$ cat src/hw/rtl/sla_pkg.sv
// Shared constants, codes and control structs for the serial line assembler.
// No dependencies; imported by sla_ctrl, sla_datapath and serial_line_assembler.
package sla_pkg;

    localparam int LINE_MAX    = 64;
    localparam int STORE_DEPTH = LINE_MAX - 1;
    localparam int LEN_W       = $clog2(LINE_MAX);
    localparam int ADDR_W      = (STORE_DEPTH > 1) ? $clog2(STORE_DEPTH) : 1;

    localparam int CFG_IDX_W  = 1;
    localparam int CFG_DATA_W = 1;

    localparam logic [CFG_IDX_W-1:0] REG_LINE_EN = 1'd0;
    localparam logic [CFG_IDX_W-1:0] REG_ERR_EN  = 1'd1;

    localparam logic [7:0] CH_LF  = 8'd10;
    localparam logic [7:0] CH_CR  = 8'd13;
    localparam logic [7:0] CH_NUL = 8'd0;

    localparam logic [1:0] KIND_BYTE     = 2'd0;
    localparam logic [1:0] KIND_EMPTY    = 2'd1;
    localparam logic [1:0] KIND_TOO_LONG = 2'd2;

    typedef enum logic {
        ST_IDLE,
        ST_EMIT
    } sla_state_t;

    // controller -> datapath
    typedef struct packed {
        logic store_byte;
        logic clear_len;
        logic set_cr;
        logic clear_cr;
        logic load_empty;
        logic load_error;
        logic load_byte;
        logic start_read;
        logic advance;
    } sla_cmd_t;

    // datapath -> controller
    typedef struct packed {
        logic is_lf;
        logic is_cr;
        logic cr_seen;
        logic len_zero;
        logic len_full;
        logic last_idx;
        logic out_free;
        logic line_en;
        logic err_en;
    } sla_status_t;

endpackage

$ cat src/hw/rtl/serial_line_assembler.sv
// Serial line assembler: CR/LF line framer, one received byte per input word.
// An empty-line or error result is loaded into the output register when the byte is
// taken; a stored line is read out of the line store into rd_data_reg, then into the output
// register, one byte per cycle while the output is free (one read port, registered read).
// Throughput: one byte per cycle while the output is free; s_ready stays low while a line streams out.
// Reset (aresetn, synchronous): length, CR flag, enables and output valid cleared; no sweep.
module serial_line_assembler (
    input  logic                             aclk,
    input  logic                             aresetn,
    input  logic                             cfg_we,
    input  logic [sla_pkg::CFG_IDX_W-1:0]    cfg_index,
    input  logic [sla_pkg::CFG_DATA_W-1:0]   cfg_wdata,
    input  logic                             s_valid,
    output logic                             s_ready,
    input  logic [7:0]                       s_rx_byte,
    output logic                             m_valid,
    input  logic                             m_ready,
    output logic [1:0]                       m_result_kind,
    output logic [7:0]                       m_line_byte,
    output logic                             m_last_of_line
);
    import sla_pkg::*;

    sla_cmd_t    cmd;
    sla_status_t status;

    sla_ctrl u_ctrl (
        .aclk    (aclk),
        .aresetn (aresetn),
        .s_valid (s_valid),
        .s_ready (s_ready),
        .status  (status),
        .cmd     (cmd)
    );

    sla_datapath u_datapath (
        .aclk           (aclk),
        .aresetn        (aresetn),
        .cfg_we         (cfg_we),
        .cfg_index      (cfg_index),
        .cfg_wdata      (cfg_wdata),
        .s_rx_byte      (s_rx_byte),
        .cmd            (cmd),
        .status         (status),
        .m_valid        (m_valid),
        .m_ready        (m_ready),
        .m_result_kind  (m_result_kind),
        .m_line_byte    (m_line_byte),
        .m_last_of_line (m_last_of_line)
    );

endmodule

$ cat src/hw/rtl/sla_ctrl.sv
// Controller FSM for the serial line assembler: input handshake and line readout sequencing.
// Depends on sla_pkg.
module sla_ctrl (
    input  logic                 aclk,
    input  logic                 aresetn,
    input  logic                 s_valid,
    output logic                 s_ready,
    input  sla_pkg::sla_status_t status,
    output sla_pkg::sla_cmd_t    cmd
);
    import sla_pkg::*;

    sla_state_t state_reg;
    sla_state_t state_next;
    logic       accept;

    assign s_ready = (state_reg == ST_IDLE) && status.out_free;
    assign accept  = s_valid && s_ready;

    always_ff @(posedge aclk) begin
        if (!aresetn) begin
            state_reg <= ST_IDLE;
        end else begin
            state_reg <= state_next;
        end
    end

    always_comb begin
        state_next = state_reg;
        unique case (state_reg)
            ST_IDLE: begin
                if (accept && !status.len_zero && status.line_en &&
                    (status.is_cr || (status.is_lf && !status.cr_seen))) begin
                    state_next = ST_EMIT;
                end
            end
            ST_EMIT: begin
                if (status.out_free && status.last_idx) begin
                    state_next = ST_IDLE;
                end
            end
            default: state_next = ST_IDLE;
        endcase
    end

    always_comb begin
        cmd = '0;
        unique case (state_reg)
            ST_IDLE: begin
                if (accept) begin
                    if (status.is_lf && status.cr_seen) begin
                        cmd.clear_cr = 1'b1;
                    end else if (status.is_lf || status.is_cr) begin
                        cmd.set_cr   = status.is_cr;
                        cmd.clear_cr = status.is_lf;
                        if (!status.line_en) begin
                            cmd.clear_len = 1'b1;
                        end else if (status.len_zero) begin
                            cmd.load_empty = 1'b1;
                        end else begin
                            cmd.start_read = 1'b1;
                        end
                    end else begin
                        cmd.clear_cr = 1'b1;
                        if (status.len_full) begin
                            cmd.clear_len  = 1'b1;
                            cmd.load_error = status.err_en;
                        end else begin
                            cmd.store_byte = 1'b1;
                        end
                    end
                end
            end
            ST_EMIT: begin
                if (status.out_free) begin
                    cmd.load_byte = 1'b1;
                    // length stays valid until the last byte goes out
                    cmd.clear_len = status.last_idx;
                    cmd.advance   = !status.last_idx;
                end
            end
            default: cmd = '0;
        endcase
    end

endmodule

$ cat src/hw/rtl/sla_datapath.sv
// Datapath for the serial line assembler: line store, length, CR flag, enables, output word.
// Depends on sla_pkg.
module sla_datapath (
    input  logic                                aclk,
    input  logic                                aresetn,
    input  logic                                cfg_we,
    input  logic [sla_pkg::CFG_IDX_W-1:0]       cfg_index,
    input  logic [sla_pkg::CFG_DATA_W-1:0]      cfg_wdata,
    input  logic [7:0]                          s_rx_byte,
    input  sla_pkg::sla_cmd_t                   cmd,
    output sla_pkg::sla_status_t                status,
    output logic                                m_valid,
    input  logic                                m_ready,
    output logic [1:0]                          m_result_kind,
    output logic [7:0]                          m_line_byte,
    output logic                                m_last_of_line
);
    import sla_pkg::*;

    logic [7:0]        line_mem [STORE_DEPTH];
    logic [7:0]        rd_data_reg;

    logic [LEN_W-1:0]  line_length_reg, line_length_next;
    logic              cr_seen_reg, cr_seen_next;
    logic [ADDR_W-1:0] rd_idx_reg, rd_idx_next;
    logic              line_en_reg, err_en_reg;

    logic              m_valid_reg, m_valid_next;
    logic [1:0]        kind_reg;
    logic [7:0]        byte_reg;
    logic              last_reg;
    logic              load_any;

    // config writes
    always_ff @(posedge aclk) begin
        if (!aresetn) begin
            line_en_reg <= 1'b0;
            err_en_reg  <= 1'b0;
        end else if (cfg_we) begin
            unique case (cfg_index)
                REG_LINE_EN: line_en_reg <= cfg_wdata[0];
                REG_ERR_EN:  err_en_reg  <= cfg_wdata[0];
                default: ;
            endcase
        end
    end

    always_comb begin
        line_length_next = line_length_reg;
        if (cmd.clear_len) begin
            line_length_next = '0;
        end else if (cmd.store_byte) begin
            line_length_next = line_length_reg + LEN_W'(1);
        end

        cr_seen_next = cr_seen_reg;
        if (cmd.set_cr) begin
            cr_seen_next = 1'b1;
        end else if (cmd.clear_cr) begin
            cr_seen_next = 1'b0;
        end

        rd_idx_next = rd_idx_reg;
        if (cmd.start_read) begin
            rd_idx_next = '0;
        end else if (cmd.advance) begin
            rd_idx_next = rd_idx_reg + ADDR_W'(1);
        end
    end

    always_ff @(posedge aclk) begin
        if (!aresetn) begin
            line_length_reg <= '0;
            cr_seen_reg     <= 1'b0;
            rd_idx_reg      <= '0;
        end else begin
            line_length_reg <= line_length_next;
            cr_seen_reg     <= cr_seen_next;
            rd_idx_reg      <= rd_idx_next;
        end
    end

    // rd_data_reg holds the entry at rd_idx_reg as read before the write at the same edge
    always_ff @(posedge aclk) begin
        if (cmd.store_byte) begin
            line_mem[line_length_reg[ADDR_W-1:0]] <= s_rx_byte;
        end
        rd_data_reg <= line_mem[rd_idx_next];
    end

    // output word
    assign load_any = cmd.load_byte || cmd.load_empty || cmd.load_error;

    always_comb begin
        m_valid_next = m_valid_reg;
        if (load_any) begin
            m_valid_next = 1'b1;
        end else if (m_ready) begin
            m_valid_next = 1'b0;
        end
    end

    always_ff @(posedge aclk) begin
        if (!aresetn) begin
            m_valid_reg <= 1'b0;
        end else begin
            m_valid_reg <= m_valid_next;
        end
    end

    always_ff @(posedge aclk) begin
        if (cmd.load_byte) begin
            kind_reg <= KIND_BYTE;
            byte_reg <= rd_data_reg;
            last_reg <= status.last_idx;
        end else if (cmd.load_empty) begin
            kind_reg <= KIND_EMPTY;
            byte_reg <= CH_NUL;
            last_reg <= 1'b1;
        end else if (cmd.load_error) begin
            kind_reg <= KIND_TOO_LONG;
            byte_reg <= CH_NUL;
            last_reg <= 1'b1;
        end
    end

    assign m_valid        = m_valid_reg;
    assign m_result_kind  = kind_reg;
    assign m_line_byte    = byte_reg;
    assign m_last_of_line = last_reg;

    always_comb begin
        status          = '0;
        status.is_lf    = (s_rx_byte == CH_LF);
        status.is_cr    = (s_rx_byte == CH_CR);
        status.cr_seen  = cr_seen_reg;
        status.len_zero = (line_length_reg == '0);
        status.len_full = (line_length_reg == LEN_W'(STORE_DEPTH));
        status.last_idx = ((LEN_W'(rd_idx_reg) + LEN_W'(1)) == line_length_reg);
        status.out_free = !m_valid_reg || m_ready;
        status.line_en  = line_en_reg;
        status.err_en   = err_en_reg;
    end

endmodule
$ cat config.mk
export PLATFORM = sky130hd
export DESIGN_NAME = serial_line_assembler
export DESIGN_NICKNAME = d
export VERILOG_FILES = /design/src/hw/rtl/sla_pkg.sv /design/src/hw/rtl/serial_line_assembler.sv /design/src/hw/rtl/sla_ctrl.sv /design/src/hw/rtl/sla_datapath.sv
export SDC_FILE = /design/constraint.sdc
export NUM_CORES = 1
export LEC_CHECK = 0
export BUFFER_PORTS_ARGS = -buffer_cell sky130_fd_sc_hd__buf_2
export CAP_MARGIN = 20
export CORE_UTILIZATION = 33
export DETAILED_ROUTE_END_ITERATION = 7
export GPL_ROUTABILITY_DRIVEN = 0
export PLACE_DENSITY = 0.47
export SETUP_SLACK_MARGIN = 0.3
export SLEW_MARGIN = 20
export SYNTH_ARGS = -nofsm -noshare
export SYNTH_HDL_FRONTEND = slang
export SYNTH_SLANG_ARGS = --single-unit
export TNS_END_PERCENT = 10
$ cat constraint.sdc
create_clock -name aclk -period 3.1 [get_ports aclk]
set_input_delay 0.465 -clock aclk [delete_from_list [all_inputs] [get_ports aclk]]
set_output_delay 0.465 -clock aclk [all_outputs]
set_load 0.01 [all_outputs]
==> impl_metrics.tcl <==
set metrics [dict create \
    status "finished with violations" \
    violations "setup timing" \
    die_x_um 259.6 \
    p_sw_w 0.003137 \
    vdd_drop_max_mv 0.3884 \
    area_growth_pct 28.56 \
    drv_slew 0 \
    synth_cell_types 70 \
    pwr-share-comb_pct 2.4 \
    port_buffers 27 \
    drt_iter0_drc 1179 \
    synth_top_area_share_pct 70.33 \
    route.vias.total 14760 \
    finalWirelength_mm 67.27 \
    clkLatencyLatePin_ps 620 \
    grt_pass1_wl_mm 97.98 \
    worst_slack_ps -417.8 \
    root_buffer "clkbuf_16" \
    synth-main-ff-cell "edfxtp_1" \
    dp.cells 2660 \
    grt_max_degree 65 \
    die_h_um 259.6 \
    finalHoldViolCount 0 \
    fin_total_pwr_w 0.01530 \
    crit_arrival_ps 4010 \
    final_core_util_pct 42.83 \
    slew_headroom_pct 36.32 \
    yosys_register_bits 540 \
    antenna_found_initial 1 \
    min_period_ps 3518 \
    synth_cells 1617 \
    p_int_w 0.01216 \
    drtPass1Iterations 5 \
    syn_nets 1635 \
    pwr-share-clk_pct 45.1 \
    drive_above_1_share_pct 30.30 \
    power_density_mw_per_mm2 543.2 \
    critPathKind "flip-flop to flip-flop" \
    first_global_vias 14600 \
    power_frac_seq_pct 52.5 \
    fillers 5930 \
    ys_seq_area_share_pct 72.80 \
    start_kind "flip-flop" \
    grt_overflow 0 \
    synth_top_area_cell "edfxtp_1" \
    placedInstanceArea_mm2 0.02493 \
    cpPeakStageDelay_ps 400 \
    drc 0 \
    cts_tree "done" \
    path_max_fanout 6 \
    fmax_mhz 284.3 \
    core_mm2 0.06575 \
    synth_area_leaders "edfxtp_1 (70%), nand2_1 (5.0%), a21oi_1 (3.7%), a22oi_1 (2.8%), dfxtp_1 (2.5%)" \
    cts.sinks 540 \
    clockBufferDepth 3 \
    cts_htree_levels 2 \
    p_sw_share_pct 20.51 \
    syn_area_per_cell_um2 13.54 \
    ant_nets 0 \
    largest_reg_flops 504 \
    async_flop_share_pct 0 \
    drv_cap 0 \
    clk_pin_slew_ps 60 \
    finalCritPeriodShare_pct 113.5 \
    nets 1901 \
    setup_viol 8 \
    crit_chain "buf_4 -> xor2_4 -> xnor2_2 -> a211o_4 -> buf_8 -> o21ai_4 -> mux2_4 -> buf_12 -> buf_4 -> a21oi_2 -> a211oi_1 -> a211oi_2 -> nand4_1 -> a221o_1" \
    cpMostUsedCell "buf_4" \
    grt_use_total_pct 19.82 \
    finClkSkew_ps 23.46 \
    finalInstanceArea_mm2 0.02816 \
    critPathSlowestCell "mux2_4" \
    rows 94 \
    hold_path.class "input pin to flip-flop" \
    end_kind "flip-flop" \
    cts-buffers-inserted 56 \
    layout_common_cells "edfxtp_1 (513), nand2_1 (288), buf_4 (225), a21oi_1 (144), a22oi_1 (60)" \
    ys_warn_count 0 \
    dieArea_mm2 0.06741 \
    initial_core_util_pct 33.31 \
    final_common_cell "edfxtp_1" \
    rsz0062_at_grt "yes" \
    hpwl_mm 44.06 \
    antennaDiodeCount 0 \
    avgRoutedWirePerCell_um 24.07 \
    synthesis.area_mm2 0.02190 \
    cts_hold_buf 0 \
    worstMarginPinSlew_ps 955.2 \
    viasPerCell 5.280 \
    cellLeakagePower_nw 10.21 \
    ios 28 \
    pre_cts_slack_ps -937.7 \
    synth_edf_count 513 \
    required_ps 3590 \
    fin_cells 2795 \
]
-- worst max-delay path: cells and delay by family, from the launching register on --
family	cells	cell delay, ps
flops	1	350
mux	1	400
compound gates	6	1340
buf+inv	4	630
simple gates	1	340
xor+xnor	2	310
-- area by class of cell --
class	count	area [um2]	share of cell area [%]
clock inverter	34	354.1	1.258
sequential	540	15960	56.67
tap	864	1081	3.839
multi-input combinational	962	6417	22.79
clock buffer	72	1523	5.408
timing repair buffer	308	2769	9.834
inverter	15	56.30	0.2000
-- layer usage --
| layer | routed length (um) | vias up | global-route usage (%) |
|---|---|---|---|
| li1 | - | 6705 | - |
| met1 | 30700 | 7513 | 28.13 |
| met2 | 31330 | 454 | 31.76 |
| met3 | 3579 | 86 | 2.885 |
| met4 | 1669 | 0 | 5.163 |
| met5 | 0 | - | 0 |
-- kinds of logic (layout without fill, tap and decap cells) --
| family | after synthesis | in the layout | share of synthesized area [%] |
|---|---|---|---|
| buf+inv | 115 | 429 | 2.268 |
| mux | 58 | 58 | 2.753 |
| fa+ha+maj | 3 | 3 | 0.1714 |
| simple gates | 489 | 489 | 9.397 |
| xor+xnor | 10 | 10 | 0.3999 |
| flops | 540 | 540 | 72.80 |
| compound gates | 402 | 402 | 12.21 |
-- cell usage after synthesis (4+ instances only) --
| library cell | n |
|---|---|
| a22oi_1 | 83 |
| nand3b_1 | 4 |
| nand2_1 | 292 |
| xor2_1 | 6 |
| a221o_1 | 7 |
| and2_1 | 4 |
| nand4_1 | 9 |
| o211ai_1 | 9 |
| nor3_1 | 10 |
| a31oi_1 | 11 |
| nor2_1 | 107 |
| o21ai_0 | 16 |
| a21oi_1 | 163 |
| buf_1 | 16 |
| buf_2 | 43 |
| nand3_1 | 33 |
| mux2i_1 | 52 |
| xnor2_1 | 4 |
| edfxtp_1 | 513 |
| inv_1 | 14 |
| and3_1 | 10 |
| a211oi_1 | 44 |
| clkbuf_1 | 39 |
| a221oi_1 | 4 |
| a32oi_1 | 30 |
| dfxtp_1 | 27 |
-- through the flow --
stage | setup TNS [ps] | hold slack (ps)
final | -2924 | 111.5
after CTS | -2802 | 90.64
after global routing | -3400 | 110.2
after global placement | -49300 | 444.7
after floorplan | -619.0 | 436.6
after detailed placement | -50490 | 468.1
-- repair_timing --
item,4_1_cts,5_1_grt
setup endpoints to repair,286,423
cloned,2,1
gates resized for setup,158,99
setup buffers,21,5
pin swaps,38,31
-- power by group through the flow --
| stage | clock network, W | logic, W | registers, W |
|---|---|---|---|
| 2_1_floorplan | 0 | 0.0000846 | 0.00817 |
| 3_3_place_gp | 0 | 0.000345 | 0.00819 |
| 3_5_place_dp | 0 | 0.000348 | 0.00819 |
| 4_1_cts | 0.00702 | 0.000362 | 0.00803 |
| 5_1_grt | 0.00729 | 0.000385 | 0.00803 |
| 6_report | 0.00690 | 0.000361 | 0.00803 |
-- path summary, 6_finish.rpt --
path,start,end,slack (ps),depth (start not counted)
max,u_datapath.rd_idx_reg[3],u_datapath.rd_data_reg[2],-420,14
min reg2reg,u_datapath.m_result_kind[1],u_datapath.m_result_kind[1],480,2
min,cfg_wdata,u_datapath.line_en_reg,110,3
max reg2reg,u_datapath.rd_idx_reg[3],u_datapath.rd_data_reg[2],-420,14
Note: power is estimated with default switching activity, not from simulation.
